$ cat src/hw/rtl/macd_pkg.sv
// Shared types and constants for the moving average crossover detector.
`default_nettype none

package macd_pkg;

  localparam int SHORT_W  = 8;
  localparam int LONG_W   = 9;
  localparam int SYMBOL_W = 32;
  localparam int PRICE_W  = 32;
  localparam int TIME_W   = 63;
  localparam int PADDR_W  = 4;
  localparam int PDATA_W  = 32;

  localparam logic [SHORT_W-1:0]  RST_SHORT  = 8'd10;
  localparam logic [LONG_W-1:0]   RST_LONG   = 9'd30;
  localparam logic [SYMBOL_W-1:0] RST_SYMBOL = 32'd0;

  localparam logic KIND_HISTORY = 1'b0;
  localparam logic KIND_LIVE    = 1'b1;
  localparam logic DIR_BUY      = 1'b0;
  localparam logic DIR_SELL     = 1'b1;

  typedef enum logic [1:0] {
    REG_SHORT  = 2'd0,
    REG_LONG   = 2'd1,
    REG_SYMBOL = 2'd2
  } macd_reg_e;

  typedef struct packed {
    logic                kind;
    logic [PRICE_W-1:0]  close_price;
    logic [TIME_W-1:0]   bar_time;
  } macd_in_t;

  typedef struct packed {
    logic [TIME_W-1:0]   signal_time;
    logic [SYMBOL_W-1:0] signal_symbol;
    logic                direction;
  } macd_out_t;

  typedef struct packed {
    logic [SHORT_W-1:0]  short_period;
    logic [LONG_W-1:0]   long_period;
    logic [SYMBOL_W-1:0] symbol_tag;
  } macd_cfg_t;

  // Bar handed from the window stage to the compare stage.
  typedef struct packed {
    logic              valid;
    logic              live;
    logic [TIME_W-1:0] bar_time;
  } macd_beat_t;

endpackage

`default_nettype wire

$ cat src/hw/rtl/macd_cmp.sv
// Cross-multiplied average compare, crossover detect and result register.
`default_nettype none

module macd_cmp import macd_pkg::*; #(
  parameter int MAX_WINDOW = 256,
  parameter int PRICE_BITS = 32,
  localparam int LW = $clog2(MAX_WINDOW + 1),
  localparam int RW = (PRICE_BITS < PRICE_W) ? PRICE_BITS : PRICE_W,
  localparam int SW = RW + LW
) (
  input  wire logic          clk_i,
  input  wire logic          rst_ni,
  input  wire macd_cfg_t     cfg_i,
  input  wire logic          restart_i,
  input  wire macd_beat_t    beat_i,
  input  wire logic [SW-1:0] short_sum_i,
  input  wire logic [SW-1:0] long_sum_i,
  input  wire logic [LW-1:0] s_len_i,
  input  wire logic [LW-1:0] l_len_i,
  output      logic          p_ready_o,
  output      logic          out_valid_o,
  output      macd_out_t     out_data_o,
  input  wire logic          out_stall_i
);

  localparam int PW = SW + LW;
  localparam int CW = (LW > LONG_W) ? LW : LONG_W;

  logic              p_valid_q, p_live_q, above_q, out_valid_q;
  logic [TIME_W-1:0] p_time_q;
  logic [PW-1:0]     prod_a_q, prod_b_q, prod_a, prod_b;
  macd_out_t         out_q;
  logic              above_new, periods_ok, p_emit, out_free, p_retire;

  assign prod_a = {{LW{1'b0}}, short_sum_i} * {{SW{1'b0}}, l_len_i};
  assign prod_b = {{LW{1'b0}}, long_sum_i} * {{SW{1'b0}}, s_len_i};

  assign periods_ok = (cfg_i.short_period != '0)
                   && ({1'b0, cfg_i.short_period} < cfg_i.long_period)
                   && (CW'(cfg_i.long_period) <= CW'(MAX_WINDOW));

  assign above_new = prod_a_q > prod_b_q;
  assign p_emit    = p_live_q && periods_ok && (above_new != above_q);
  assign out_free  = !out_valid_q || !out_stall_i;
  assign p_retire  = p_valid_q && (!p_emit || out_free);
  assign p_ready_o = !p_valid_q || p_retire;

  always_ff @(posedge clk_i) begin
    if (p_ready_o) begin
      p_live_q <= beat_i.live;
      p_time_q <= beat_i.bar_time;
      prod_a_q <= prod_a;
      prod_b_q <= prod_b;
    end
    if (p_valid_q && p_emit && out_free) begin
      out_q.signal_time   <= p_time_q;
      out_q.signal_symbol <= cfg_i.symbol_tag;
      out_q.direction     <= above_new ? DIR_BUY : DIR_SELL;
    end
  end

  always_ff @(posedge clk_i or negedge rst_ni) begin
    if (!rst_ni) begin
      p_valid_q   <= 1'b0;
      above_q     <= 1'b0;
      out_valid_q <= 1'b0;
    end else begin
      if (p_ready_o) p_valid_q <= beat_i.valid;
      if (restart_i)     above_q <= 1'b0;
      else if (p_retire) above_q <= above_new;
      if (out_free) out_valid_q <= p_valid_q && p_emit;
    end
  end

  assign out_valid_o = out_valid_q;
  assign out_data_o  = out_q;

`ifndef SYNTHESIS
  a_emit_reaches_out: assert property (@(posedge clk_i) disable iff (!rst_ni)
    (p_valid_q && p_emit && out_free)
    |=> (out_valid_q && out_q.signal_time == $past(p_time_q)))
    else $error("crossover beat lost on the way to the result register");

  a_above_tracks: assert property (@(posedge clk_i) disable iff (!rst_ni)
    (p_retire && !restart_i) |=> (above_q == $past(above_new)))
    else $error("comparison state not updated by retired bar");
`endif

endmodule

`default_nettype wire

$ cat config.mk
export PLATFORM = sky130hd
export DESIGN_NAME = macd_cmp
export DESIGN_NICKNAME = d
export VERILOG_FILES = /design/src/hw/rtl/macd_pkg.sv /design/src/hw/rtl/macd_cmp.sv
export SDC_FILE = /design/constraint.sdc
export NUM_CORES = 2
export LEC_CHECK = 0
export BUFFER_PORTS_ARGS = -buffer_cell sky130_fd_sc_hd__buf_2
export CAP_MARGIN = 10
export CORE_MARGIN = 3
export CORE_UTILIZATION = 62
export DETAILED_ROUTE_END_ITERATION = 12
export PLACE_DENSITY = 0.91
export SETUP_SLACK_MARGIN = 0.5
export SLEW_MARGIN = 20
export SYNTH_ARGS = -nofsm -noshare
export SYNTH_HDL_FRONTEND = slang
export SYNTH_SLANG_ARGS = --single-unit
$ cat constraint.sdc
create_clock -name clk_i -period 12.3 [get_ports clk_i]
set_clock_uncertainty 0.15 [all_clocks]
set_input_delay 0.615 -clock clk_i [delete_from_list [all_inputs] [get_ports clk_i]]
set_output_delay 0.615 -clock clk_i [all_outputs]
set_load 0.02 [all_outputs]
==> run_results.csv <==
group,metric,value,unit
power_and_ir_drop,peakVddDrop,0.000177,V
critical_path,reg2reg_depth,13,
power_and_ir_drop,power.leakage,0.0176,µW
floorplanning,core-area,51600,µm²
critical_path,crit_path_max_incr_delay,0.65,ns
sta,min_period,6.10,ns
sta,setup_viol,0,
yosys,synth_top_area_share,33.8,%
worst_hold_path,holdCritStartpoint,"restart_i",
yosys,seq_area_frac_synth,24.3,%
worst_hold_path,whs_endpoint,"above_q",
drt,drt-wirelength-per-cell,18.4,µm
yosys,synth-seq-cells,263,
placed_design,place_ws,5.77,ns
cells_and_area,drive_above_1_share,11.2,%
grt,track_usage,28.2,%
critical_path,worst_path_most_repeated_cell,"fa_1",
placed_design,dp_hpwl,60.5,mm
drt,via_per_inst,5.65,
power_and_ir_drop,comb_power_share,72.1,%
cells_and_area,num-fill-cells,3692,
yosys,synthArstFlopShare,1.14,%
drt,drc,0,
critical_path,startpoint_type,"input port",
status,status,"finished clean",
worst_hold_path,hp-class,"input port to flop",
grt,grt.overflow.total,0,
clock_network,clk_latency,0.55,ns
yosys,yosys_warnings,0,
floorplanning,die-area,55200,µm²
clock_network,cts.sinks,263,
critical_path,cp.required,12.44,ns
critical_path,r2r-start,"prod_b_q[33]",
clock_network,clk_pin_slew_worst_paths,0.06,ns
yosys,ys_top_cells_by_area,"fa_1 (34%), edfxtp_1 (24%), and2_1 (8.8%), inv_1 (7.8%), ha_1 (7.6%)",
yosys,avgSynthCellArea,10.1,µm²
floorplanning,rows,83,
yosys,yosys.area.top_type,"fa_1",
critical_path,crit-reg2reg-capture,"prod_a_q[26]",
worst_hold_path,whs_path_depth,2,
floorplanning,die_h,235,µm
yosys,synthCells,3204,
grt,grt_pass1_vias,25200,
critical_path,crit_chain,"buf_2 -> nand2_1 -> fa_1 -> inv_1 -> fa_1 -> inv_1 -> fa_1 -> fa_1 -> inv_1 -> ha_1 -> o211ai_1 -> a21oi_1 -> o2111ai_1 -> nand3_1 -> a31oi_1 -> o21ai_1 -> a41oi_2 -> o31ai_1 -> xor2_1",
critical_path,critPathMaxFanout,41,
clock_network,cts.htree.levels,1,
drt,ant_nets,0,
clock_network,root_buffer,"clkbuf_16",
critical_path,cp-end-kind,"flop",
power_and_ir_drop,p_seq_share,18.8,%
yosys,synth-edff-count,260,
critical_path,worstPathArrival,6.24,ns
grt,grt_max_degree,76,
placed_design,port-buffer-count,315,
floorplanning,initial_core_util,62.9,%
drt,vias,23400,
drt,drt_pass1_iterations,5,
critical_path,crit_slowest_cell,"buf_2",
clock_network,cts_tree,"built",
critical_path,r2r_slack,7.74,ns
sta,report.final.slew_viol_count,0,
cells_and_area,area_delta_synth_final,8.91,%
power_and_ir_drop,power_density,237,nW/µm²
power_and_ir_drop,internal_power,4380,µW
sta,slew_headroom,35.9,%
sta,worst_pin_slew,0.961,ns
clock_network,cts_made_buffers,27,
sta,tns,0,ns
sta,timing.hold.ws,0.0573,ns
sta,finalCritPeriodShare,49.6,%
floorplanning,ios,316,
grt,antenna_found_initial,4,
yosys,ys_dominant_reg_cell,"edfxtp_1",
yosys,synth_cell_types,80,
yosys,syn_area,32500,µm²
sta,setup_slack,6.20,ns
drt,drt_first_iter_violations,1694,
power_and_ir_drop,p_sw,4000,µW
sta,hold_viol_final,0,
drt,drt-total-wl,76.4,mm
placed_design,globalplace.congestion,0.913,
grt,grt_pass1_wl,127,mm
cells_and_area,nets,4415,
floorplanning,die_w,235,µm
job,cap_violations,0,
critical_path,critical_path_class,"input port to flop",
clock_network,cts_buffer_depth,3,
power_and_ir_drop,p_clk_share,9.1,%
yosys,synth_nets,4167,
power_and_ir_drop,swShare,47.8,%
sta,rsz0062_at_grt,"no",
sta,fmax,164,MHz
## routing by layer
layer / GRT usage, % / vias up / routed length, µm
li1: - / 10400 / -
met1: 33.9 / 11900 / 27900
met2: 52.3 / 939 / 41100
met3: 3.27 / 210 / 4510
met4: 9.89 / 4 / 2810
met5: 0 / - / 23
## cell type report
cell class / count / area [µm²] / share of cell area, %
flip-flops and latches: 263 / 7880 / 22.3
repair buffers: 323 / 1640 / 4.63
diodes: 2 / 5.00 / 0.0141
clock inverters: 11 / 119 / 0.336
inverters: 677 / 2540 / 7.18
clock buffers: 35 / 706 / 1.99
well taps: 680 / 851 / 2.41
multi-input cells: 2160 / 21600 / 61.2
## cells in the mapped netlist (all sizes together) (3+ instances only)
master,count
nand2b,12
a41oi,3
and3,13
or4,5
o21bai,13
nor4,5
nand3,27
inv,677
xnor2,46
clkbuf,93
nor3,14
nor2,49
and2,461
nor2b,12
a21oi,106
o31ai,4
or2,5
nand2,354
o211ai,11
or3,3
buf,8
a31o,3
o21a,20
nand4b,3
a221o,3
edfxtp,260
a211oi,9
o21ai,55
nand4,26
xor2,36
dfrtp,3
a31oi,16
ha,197
a21o,67
fa,548
## worst max-delay path, delay by kind of cell
family,cells,cell delay (ns)
adders and majority gates,5,2.41
AOI/OAI and AO/OA,7,1.90
buffers and inverters,4,0.79
and+or+nand+nor,2,0.34
xor gates and xnor gates,1,0.15
## sequential cells by signal, indices dropped and copies added, names as in the netlist
register,cells
above_q,1
out_data_o,96
out_valid_o,1
p_live_q,1
p_time_q,63
p_valid_q,1
prod_a_q,50
prod_b_q,50
## through the flow
stage | area, µm² | total power [µW] | cells | utilization (%)
final | 35400 | 8380 | 4151 | 68.5
after global routing | 35400 | 9140 | 4149 | 68.5
after CTS | 35400 | 8360 | 4149 | 68.5
after detailed placement | 34500 | 7530 | 4102 | 66.9
after global placement | 34500 | 7340 | 4102 | 66.9
after floorplan | 32500 | 6100 | 3204 | -
## kinds of logic (layout without fill, tap and decap cells)
kind of cell             after synthesis  in the layout  synth area share (%)
AO/OA/AOI/OAI                        336            336                  6.85
other                                  0              2                     0
XOR/XNOR                              82             82                  2.21
flip-flops                           263            263                  24.3
buffers and inverters                781           1046                  9.17
adder cells (fa/ha/maj)              745            745                  41.4
AND/OR/NAND/NOR                      997            997                  16.1
## power groups by stage
stage                     Combinational [µW]  Clock (µW)  Sequential (µW)
after global routing                    6730         814             1600
after detailed placement                5940           0             1590
after CTS                               6000         776             1580
after global placement                  5760           0             1590
after floorplan                         4490           0             1610
final                                   6040         763             1580
## placed cells by master (no fill, tap or decap), types with 5 or more instances in the layout
| cell type | instances |
|---|---|
| a211oi_1 | 9 |
| a21o_1 | 65 |
| a21oi_1 | 105 |
| a31oi_1 | 16 |
| and2_1 | 459 |
| and3_1 | 10 |
| buf_2 | 315 |
| buf_4 | 7 |
| clkbuf_1 | 8 |
| clkbuf_16 | 27 |
| edfxtp_1 | 260 |
| fa_1 | 548 |
| ha_1 | 197 |
| inv_1 | 677 |
| nand2_1 | 354 |
| nand2b_1 | 12 |
| nand3_1 | 26 |
| nand4_1 | 25 |
| nor2_1 | 49 |
| nor2b_1 | 12 |
| nor3_1 | 14 |
| nor4_1 | 5 |
| o211ai_1 | 10 |
| o21a_1 | 19 |
| o21ai_0 | 45 |
| o21ai_1 | 9 |
| o21bai_1 | 13 |
| or2_2 | 5 |
| or4_1 | 5 |
| xnor2_1 | 46 |
| xor2_1 | 36 |
## worst max-delay path by stage
stage,start,cells past startpoint,end
3_5_place_dp,s_len_i[0],19,prod_b_q[47]
6_report,l_len_i[0],19,prod_a_q[48]
5_1_grt,l_len_i[0],19,prod_a_q[48]
3_3_place_gp,l_len_i[0],19,prod_a_q[48]
4_1_cts,s_len_i[0],19,prod_b_q[49]
2_1_floorplan,prod_a_q[33],9,out_data_o[0]
## repair_timing
action | CTS | global route
gates resized for setup | 0 | 0
endpoints found under the hold margin | 3 | 0
hold buffers | 1 | 0
setup buffers | 0 | 0
(Power assumes the default switching activity.)
