**config.mk**
```make
export PLATFORM = sky130hd
export DESIGN_NAME = macd_cfg
export DESIGN_NICKNAME = d
export VERILOG_FILES = /design/src/hw/rtl/macd_pkg.sv /design/src/hw/rtl/macd_cfg.sv
export SDC_FILE = /design/constraint.sdc
export NUM_CORES = 1
export LEC_CHECK = 0
export ABC_CLOCK_PERIOD_IN_PS = 1600
export BUFFER_PORTS_ARGS = -buffer_cell sky130_fd_sc_hd__buf_4
export CAP_MARGIN = 40
export CORE_ASPECT_RATIO = 0.5
export CORE_MARGIN = 2
export CORE_UTILIZATION = 40
export CTS_CLUSTER_SIZE = 24
export DETAILED_ROUTE_END_ITERATION = 12
export PLACE_DENSITY_LB_ADDON = 0.08
export SYNTH_ARGS = -nofsm -noshare
export SYNTH_HDL_FRONTEND = slang
export SYNTH_SLANG_ARGS = --single-unit
```
**constraint.sdc**
```tcl
create_clock -name clk_i -period 1.6 [get_ports clk_i]
set_clock_uncertainty 0.05 [all_clocks]
set_input_delay 0.16 -clock clk_i [delete_from_list [all_inputs] [get_ports clk_i]]
set_output_delay 0.16 -clock clk_i [all_outputs]
set_load 0.01 [all_outputs]
```
**src/hw/rtl/macd_pkg.sv**
```systemverilog
// Shared types and constants for the moving average crossover detector.
`default_nettype none

package macd_pkg;

  localparam int SHORT_W  = 8;
  localparam int LONG_W   = 9;
  localparam int SYMBOL_W = 32;
  localparam int PRICE_W  = 32;
  localparam int TIME_W   = 63;
  localparam int PADDR_W  = 4;
  localparam int PDATA_W  = 32;

  localparam logic [SHORT_W-1:0]  RST_SHORT  = 8'd10;
  localparam logic [LONG_W-1:0]   RST_LONG   = 9'd30;
  localparam logic [SYMBOL_W-1:0] RST_SYMBOL = 32'd0;

  localparam logic KIND_HISTORY = 1'b0;
  localparam logic KIND_LIVE    = 1'b1;
  localparam logic DIR_BUY      = 1'b0;
  localparam logic DIR_SELL     = 1'b1;

  typedef enum logic [1:0] {
    REG_SHORT  = 2'd0,
    REG_LONG   = 2'd1,
    REG_SYMBOL = 2'd2
  } macd_reg_e;

  typedef struct packed {
    logic                kind;
    logic [PRICE_W-1:0]  close_price;
    logic [TIME_W-1:0]   bar_time;
  } macd_in_t;

  typedef struct packed {
    logic [TIME_W-1:0]   signal_time;
    logic [SYMBOL_W-1:0] signal_symbol;
    logic                direction;
  } macd_out_t;

  typedef struct packed {
    logic [SHORT_W-1:0]  short_period;
    logic [LONG_W-1:0]   long_period;
    logic [SYMBOL_W-1:0] symbol_tag;
  } macd_cfg_t;

  // Bar handed from the window stage to the compare stage.
  typedef struct packed {
    logic              valid;
    logic              live;
    logic [TIME_W-1:0] bar_time;
  } macd_beat_t;

endpackage

`default_nettype wire

```
**src/hw/rtl/macd_cfg.sv**
```systemverilog
// APB register file: window periods and symbol tag.
`default_nettype none

module macd_cfg import macd_pkg::*; (
  input  wire logic               clk_i,
  input  wire logic               rst_ni,
  input  wire logic               psel,
  input  wire logic               penable,
  input  wire logic               pwrite,
  input  wire logic [PADDR_W-1:0] paddr,
  input  wire logic [PDATA_W-1:0] pwdata,
  output      logic [PDATA_W-1:0] prdata,
  output      logic               pready,
  output      macd_cfg_t          cfg_o,
  output      macd_cfg_t          cfg_nx_o,
  output      logic               restart_o
);

  macd_cfg_t cfg_q, cfg_d;
  macd_reg_e idx;
  logic      wr_en;

  assign pready = 1'b1;
  assign idx    = macd_reg_e'(paddr[3:2]);
  assign wr_en  = psel && penable && pwrite && pready;

  always_comb begin
    cfg_d     = cfg_q;
    restart_o = 1'b0;
    if (wr_en) begin
      case (idx)
        REG_SHORT: begin
          cfg_d.short_period = pwdata[SHORT_W-1:0];
          restart_o          = 1'b1;
        end
        REG_LONG: begin
          cfg_d.long_period = pwdata[LONG_W-1:0];
          restart_o         = 1'b1;
        end
        REG_SYMBOL: begin
          cfg_d.symbol_tag = pwdata[SYMBOL_W-1:0];
        end
        default: begin
        end
      endcase
    end
  end

  always_comb begin
    case (idx)
      REG_SHORT:  prdata = PDATA_W'(cfg_q.short_period);
      REG_LONG:   prdata = PDATA_W'(cfg_q.long_period);
      REG_SYMBOL: prdata = PDATA_W'(cfg_q.symbol_tag);
      default:    prdata = '0;
    endcase
  end

  always_ff @(posedge clk_i or negedge rst_ni) begin
    if (!rst_ni) begin
      cfg_q.short_period <= RST_SHORT;
      cfg_q.long_period  <= RST_LONG;
      cfg_q.symbol_tag   <= RST_SYMBOL;
    end else begin
      cfg_q <= cfg_d;
    end
  end

  assign cfg_o    = cfg_q;
  assign cfg_nx_o = cfg_d;

endmodule

`default_nettype wire

```
==> flow_summary.json, run 1 <==
{
  "path_clk_slew_ps": 90,
  "stdcell_count": 422,
  "end_kind": "primary output",
  "avgSynthCellArea_um2": 13.63,
  "vdd_drop_max_mv": 0.6689,
  "core_mm2": 0.005444,
  "syn-num-nets": 205,
  "cts_tree": "built",
  "utilization_pct": 71.00,
  "drcViolationCount": 0,
  "ys_seq_elements": 49,
  "hold_path_class": "in2reg",
  "die_w_um": 109.7,
  "worst_r2r_startpoint": "cfg_o[16]$_DFF_PN0_",
  "multi_input_area_um2": 972.2,
  "synthCells": 164,
  "placed_cell_area_mm2": 0.003640,
  "drv_slew": 0,
  "status": "finished, final reports clean",
  "rsz0062_at_grt": "true",
  "gp_congestion": 0.7773,
  "setup_violations": 0,
  "reg2reg_setup_slack_ps": 650,
  "die-area_mm2": 0.006240,
  "antenna_found_initial": 0,
  "rows": 19,
  "leakage_nw": 1.985,
  "n_fill_cell": 408,
  "min-delay-start": "pwdata[22]",
  "final_layout_size_suffix_gt1_share_pct": 71.63,
  "start_util_pct": 41.07,
  "ctsHtreeMaxLevel": 2,
  "drv_cap": 0,
  "yosysTopAreaCellShare_pct": 48.13,
  "worst_pin_slew_ps": 609.0,
  "avgRoutedWirePerCell_um": 15.26,
  "required_ps": 1390,
  "powerDensity_mw_per_mm2": 1192,
  "dp_hpwl_um": 4852,
  "fin_crit_ps": 1584,
  "synth-seq-area-share_pct": 55.18,
  "portBuffers": 169,
  "drt_iter0_drc": 75,
  "ys_top_cells_by_area": "dfrtp_1, mux2_2, dfstp_2, and2_1, mux2i_1",
  "synth_area_leader_cell": "dfrtp_1",
  "hold_viol": 0,
  "reg2reg_depth": 2,
  "synth-warning-count": 0,
  "min_to": "cfg_o[22]$_DFF_PN0_",
  "diodes": 0,
  "grt_pass1_vias": 1941,
  "area_delta_synth_final_pct": 72.86,
  "grt_pass1_wl_um": 9418,
  "firstDrtPassIters": 4,
  "crit_type": "in2out",
  "clock_latency_ps": 290,
  "vias": 1991,
  "fmax_ghz": 0.6314,
  "ys_types": 20,
  "die_h_um": 56.87,
  "ant_nets": 0,
  "dp.cells": 409,
  "cts_buffer_depth": 2,
  "whs_path_depth": 2,
  "syn-cell-area_mm2": 0.002236,
  "num_io_pins": 173,
  "clock-sinks": 49,
  "grt_max_degree": 50,
  "largest_register_ffs": 49,
  "cts_root_buf": "clkbuf_8",
  "path_max_fanout": 8,
  "min_period_over_period_pct": 98.98,
  "nets": 389,
  "numCtsBuffers": 5,
  "crit_arrival_ps": 1370,
  "r2r_end": "cfg_o[16]$_DFF_PN0_",
  "routed_wirelength_um": 6441,
  "seq_area_mm2": 0.001234,
  "grt_use_total_pct": 19.59,
  "via_per_inst": 4.718,
  "start_kind": "input pin",
  "design_area_mm2": 0.003865,
  "relSlewSlack_pct": 59.40,
  "overflow": 0
}
-- per-layer routing --
metal  global-route usage (%)  share of wire [%]  vias to the layer above
li1                         -                  -                      933
met1                    24.24                 41                      968
met2                    34.13                 50                       86
met3                    6.736                8.7                        4
met4                    2.351               0.36                        0
met5                        0                  0                        -
-- critical path, cell delays in order --
cell,delay (ps)
buf_4,100
nand3_4,90
nor3b_4,240
buf_6,150
clkbuf_16,150
mux2_2,340
buf_4,150
-- cells in the final DEF, fill, tap and decap left out, types with 6 or more instances in the layout --
| cell | Yosys | routed |
|---|---|---|
| dfrtp_1 | 43 | 43 |
| nand2_1 | 10 | 10 |
| mux2_4 | 0 | 9 |
| mux2i_1 | 8 | 8 |
| o21ai_0 | 9 | 9 |
| mux2_2 | 45 | 38 |
| clkbuf_8 | 0 | 7 |
| and2_1 | 23 | 23 |
| dfstp_2 | 6 | 6 |
| buf_4 | 1 | 179 |
-- Yosys cell counts (all sizes together) --
cell and number:
mux2 49, dfrtp 43, and2 23, nand2 11, o21ai 9, mux2i 8, buf 6, dfstp 6
clkbuf 3, and2b 1, and4b 1, conb 1, nand3 1, nor3 1, nor3b 1
-- metrics by stage --
stage | hold WS, ps | setup TNS [ps] | total power, W | worst slack (ps)
final | 53.48 | 0 | 0.004608 | 16.31
after floorplan | -185.6 | 0 | 0.002563 | 257.6
after global placement | 165.5 | 0 | 0.003784 | 30.15
after CTS | 49.23 | 0 | 0.004619 | 13.82
after global routing | 41.11 | -233.2 | 0.004890 | -23.99
after detailed placement | 167.9 | 0 | 0.003825 | 19.80
-- layout make-up --
type                    count  area share (%)
repair buffers            186           37.94
flip-flops and latches     49           31.92
multi-input cells         106           25.15
clock buffers               7           2.493
well taps                  73           2.363
clock inverters             1          0.1295
-- timing repair --
action	CTS	global route
setup endpoints to repair	0	32
gates resized for setup	0	14
hold endpoints to repair	43	0
setup buffers	0	2
hold buffers	1	0
-- where the power goes --
part / switching, W / internal [W]
Combinational: 0.000872 / 0.00118
Clock: 0.000393 / 0.000391
Sequential: 0.000216 / 0.00155
Total: 0.00148 / 0.00313
-- cells by family after synthesis --
logic type	share of synthesized area (%)
simple gates	11.19
mux	28.26
buf+inv	3.189
flops	55.18
other cells	0.1677
compound gates	2.014
-- how the worst max path moves through the flow --
stage | endpoint | slack, ps | cells past startpoint | from
global placement | cfg_nx_o[19] | 30 | 6 | pwrite
global route | cfg_nx_o[13] | -20 | 7 | pwrite
detailed placement | cfg_nx_o[8] | 20 | 6 | pwrite
finish | cfg_nx_o[18] | 20 | 7 | pwrite
floorplan | cfg_nx_o[16] | 260 | 4 | pwrite
CTS | cfg_nx_o[8] | 10 | 6 | pwrite
No activity file was read; power rests on OpenSTA's default activity.
==> run 2: changes to the inputs <==
ABC_CLOCK_PERIOD_IN_PS = 1700   (was 1600)
PLACE_DENSITY = 0.81   (was not set)
PLACE_DENSITY_LB_ADDON = not set   (was 0.08)
clock period = 1.7 ns   (was 1.6 ns; I/O delays follow)
==> run 2 against run 1 <==
Net effect: first-iteration DRC count decreased by 1.3%; power fell by 4.1%; cell area shrank 4.0%; worst setup slack improved by 32 ps; clock power rose by 9.1%; critical path depth fell by 1; global-route usage up 1.3 points; count of clock-buffer cells in the layout is the same; combinational power decreased by 7%.
==> flow_summary.json, run 2 (synthesized netlist as in run 1, its figures left out) <==
{
  "status": "finished, final reports clean",
  "required_ps": 1480,
  "final_cell_mix": "buf_4, mux2_2, dfrtp_1",
  "worst_slack_ps": 48.08,
  "fin_crit_ps": 1652,
  "fmax_ghz": 0.6054,
  "vdd_drop_max_mv": 0.6284,
  "end_kind": "primary output",
  "grt_pass1_wl_um": 9791,
  "gp_congestion": 0.7543,
  "total_power_w": 0.004418,
  "hold_path_class": "in2reg",
  "route.met3.wl_um": 228,
  "largest_register_ffs": 49,
  "worst_r2r_startpoint": "cfg_o[21]$_DFF_PN0_",
  "dp_hpwl_um": 5239,
  "die-area_mm2": 0.006240,
  "min_period_over_period_pct": 97.17,
  "powerDensity_mw_per_mm2": 1190,
  "setup_violations": 0,
  "avgRoutedWirePerCell_um": 16.09,
  "hold_slack_ps": 67.19,
  "design_area_mm2": 0.003711,
  "ctsHtreeMaxLevel": 2,
  "via_per_inst": 4.783,
  "post-place-ws_ps": 56.31,
  "n_fill_cell": 429,
  "nets": 381,
  "cts_root_buf": "clkbuf_8",
  "worst_pin_slew_ps": 606.7,
  "final_layout_size_suffix_gt1_share_pct": 70.09,
  "drt_iter0_drc": 74,
  "cts_tree": "built",
  "grt_pass1_vias": 1901,
  "crit_path_start": "pwrite",
  "clock_latency_ps": 290,
  "relSlewSlack_pct": 59.55,
  "multi_input_area_um2": 930.9,
  "die_h_um": 56.87,
  "diodes": 0,
  "antenna_found_initial": 0,
  "fin_tns_setup_ps": 0,
  "min-delay-start": "pwdata[16]",
  "grt_max_degree": 50,
  "met2_wirelength_um": 3823,
  "ant_nets": 0,
  "placed_cell_area_mm2": 0.003585,
  "portBuffers": 169,
  "top_layer_used": "met4",
  "start_util_pct": 41.07,
  "crit_type": "in2out",
  "grt_use_total_pct": 20.88,
  "path_max_fanout": 14,
  "core_mm2": 0.005444,
  "firstDrtPassIters": 6,
  "routed_wirelength_um": 6661,
  "post_cts_resized": 0,
  "vias": 1980,
  "num_io_pins": 173,
  "leakage_nw": 1.908,
  "rsz0062_at_grt": "false",
  "rows": 19,
  "hold_viol": 0,
  "seq_area_mm2": 0.001234,
  "wl_met1_um": 2511,
  "overflow": 0,
  "area_delta_synth_final_pct": 65.98,
  "path_clk_slew_ps": 90,
  "final_common_cell": "buf_4",
  "crit_arrival_ps": 1430,
  "numCtsBuffers": 5,
  "cts_buffer_depth": 2,
  "clock-sinks": 49,
  "drcViolationCount": 0,
  "drv_cap": 0,
  "post_cts_buffers": 0,
  "start_kind": "input pin",
  "drv_slew": 0,
  "die_w_um": 109.7
}
[run 2: cell count changes in the layout (fill, tap and decap cells not counted), sizes merged]
cell	change
buf	-6
bufinv	+1
clkbuf	-2
clkinv	-1
[run 2: power breakdown]
part | total, W | switching (W) | internal (W)
Clock | 0.000855 | 0.000375 | 0.000480
Sequential | 0.00167 | 0.000204 | 0.00146
Combinational | 0.00190 | 0.000832 | 0.00107
[run 2: layer usage]
layer	vias up	track usage (%)
li1	914	-
met1	1007	23.28
met2	50	40.12
met3	9	4.065
met4	0	5.967
met5	-	0
[run 2: worst paths after layout]
path                                       end  slack (ps)  depth (start not counted)
max                               cfg_nx_o[19]          50                          6
min                        cfg_o[16]$_DFF_PN0_          70                          2
max reg2reg                cfg_o[21]$_DFF_PN0_         810                          1
min reg2reg                cfg_o[30]$_DFF_PN0_         500                          1
max in group asynchronous  cfg_o[24]$_DFF_PN0_         810                          2
min in group asynchronous   cfg_o[8]$_DFF_PN0_         370                          2
[run 2: worst max-delay path, cell delays in order]
cell     delay, ps
buf_4           90
nand3_2        130
nor3b_4        230
buf_4          270
mux2_2         380
buf_4          150
[run 2: what timing repair did]
action                                  in CTS  in global routing
endpoints found under the setup margin       0                  0
hold buffers                                 1                  0
endpoints found under the hold margin       43                  0
[run 2: layout make-up]
class | count | area share (%)
Tap cell | 73 | 2.461
Multi-Input combinational cell | 106 | 25.08
Clock buffer | 7 | 2.326
Timing Repair Buffer | 178 | 36.08
Clock inverter | 1 | 0.8092
Sequential cell | 49 | 33.24
[run 2: metrics by stage]
stage               utilization [%]  cells
floorplan                         -    164
global placement              65.85    405
detailed placement            65.85    405
CTS                           68.17    414
global route                  68.17    414
finish                        68.17    414
==> run 3: changes to the inputs <==
RECOVER_POWER = 100   (was not set)
==> run 3 against run 2 <==
Net effect: non-clock buffer count did not move; die area did not move; maximum frequency rose by 1.6%; sequential cell count did not move; largest power group is now registers; global-route usage did not move; count of clock-buffer cells in the layout did not move; critical path depth did not move; combinational power fell by 24%; critical endpoint is now cfg_nx_o[2].
==> flow_summary.json, run 3 (synthesized netlist as in run 1, its figures left out) <==
{
  "status": "finished, final reports clean",
  "crit_chain": "buf_4, nand3_2, nor3b_4, buf_4, mux2_1, clkbuf_4",
  "vias": 1998,
  "drt_iter0_drc": 57,
  "firstDrtPassIters": 4,
  "wl_met1_um": 2563,
  "route.met3.wl_um": 240,
  "area_delta_synth_final_pct": 47.57,
  "avgRoutedWirePerCell_um": 16.07,
  "clock-sinks": 49,
  "leakage_nw": 1.504,
  "path_clk_slew_ps": 90,
  "core_mm2": 0.005444,
  "start_util_pct": 41.07,
  "cts_tree": "built",
  "drv_cap": 0,
  "overflow": 0,
  "worst_pin_slew_ps": 1183,
  "post_cts_buffers": 0,
  "seq_area_mm2": 0.001234,
  "required_ps": 1480,
  "die-area_mm2": 0.006240,
  "final_layout_size_suffix_gt1_share_pct": 31.96,
  "drcViolationCount": 0,
  "powerDensity_mw_per_mm2": 1198,
  "slowest_stage": "mux2_1",
  "diodes": 0,
  "dp_hpwl_um": 5239,
  "cp_common_cell": "buf_4",
  "placed_cell_area_mm2": 0.003585,
  "total_power_w": 0.003951,
  "portBuffers": 169,
  "rows": 19,
  "n_fill_cell": 549,
  "fin_tns_setup_ps": 0,
  "vdd_drop_max_mv": 0.5867,
  "die_w_um": 109.7,
  "start_kind": "input pin",
  "design_area_mm2": 0.003299,
  "num_io_pins": 173,
  "cts_buffer_depth": 2,
  "cp_slowest_stage_delay_ps": 370,
  "drv_slew": 0,
  "nets": 381,
  "crit_arrival_ps": 1410,
  "end_kind": "primary output",
  "min_period_over_period_pct": 95.61,
  "grt_pass1_wl_um": 9791,
  "die_h_um": 56.87,
  "crit_type": "in2out",
  "top_layer_used": "met4",
  "via_per_inst": 4.826,
  "gp_congestion": 0.7543,
  "grt_use_total_pct": 20.88,
  "clock_latency_ps": 290,
  "relSlewSlack_pct": 21.10,
  "post_cts_resized": 0,
  "fmax_ghz": 0.6152,
  "hold_buffers": 1,
  "final_common_cell": "clkbuf_1",
  "routed_wirelength_um": 6653,
  "setup_violations": 0,
  "numCtsBuffers": 5,
  "fin_crit_ps": 1625,
  "antenna_found_initial": 0,
  "cts_root_buf": "clkbuf_8",
  "final_cell_mix": "clkbuf_1, buf_4, dfrtp_1",
  "met2_wirelength_um": 3752,
  "ant_nets": 0,
  "hold_path_class": "in2reg",
  "grt_pass1_vias": 1901,
  "largest_register_ffs": 49,
  "ctsHtreeMaxLevel": 2,
  "path_max_fanout": 14,
  "rsz0062_at_grt": "false",
  "multi_input_area_um2": 919.6,
  "grt_max_degree": 50,
  "hold_viol": 0
}
-- run 3: worst paths after layout --
| check | slack, ps | startpoint | to | cells after the start |
|---|---|---|---|---|
| max | 70 | pwrite | cfg_nx_o[2] | 6 |
| max reg2reg | 800 | cfg_o[15]$_DFF_PN0_ | cfg_o[15]$_DFF_PN0_ | 1 |
| min reg2reg | 500 | cfg_o[16]$_DFF_PN0_ | cfg_o[16]$_DFF_PN0_ | 1 |
| max in group asynchronous | 280 | rst_ni | cfg_o[24]$_DFF_PN0_ | 2 |
| min in group asynchronous | 590 | rst_ni | cfg_o[8]$_DFF_PN0_ | 2 |
| min | 60 | pwdata[23] | cfg_o[23]$_DFF_PN0_ | 2 |
-- run 3: worst max-delay path: cells and delay by family --
kind | cells | cell delay, ps
buffers and inverters | 3 | 520
and+or+nand+nor | 2 | 330
muxes | 1 | 370
-- run 3: cell type report --
class | count | share of cell area (%)
timing repair buffer | 178 | 28.44
sequential | 49 | 37.39
clock buffer | 7 | 2.617
clock inverter | 1 | 0.9101
multi-input combinational | 106 | 27.87
tap | 73 | 2.768
-- run 3: per-layer routing --
| metal | up-vias | global-route usage, % |
|---|---|---|
| met3 | 9 | 4.065 |
| met5 | - | 0 |
| met1 | 1019 | 23.28 |
| met2 | 52 | 40.12 |
| li1 | 918 | - |
| met4 | 0 | 5.967 |
-- run 3: stage by stage --
stage | hold slack (ps) | instances | utilization, % | worst slack [ps]
after floorplan | -175.6 | 164 | - | 337.6
after global placement | 173.7 | 405 | 65.85 | 88.27
after global routing | 55.36 | 414 | 60.61 | 1.222
final | 60.50 | 414 | 60.61 | 74.59
after CTS | 63.97 | 414 | 68.17 | 51.58
after detailed placement | 176.8 | 405 | 65.85 | 56.31
-- run 3: report_power, final --
group          total, W  switching, W  internal [W]
sequential      0.00166      0.000196       0.00146
combinational   0.00144      0.000828      0.000611
clock          0.000856      0.000376      0.000480
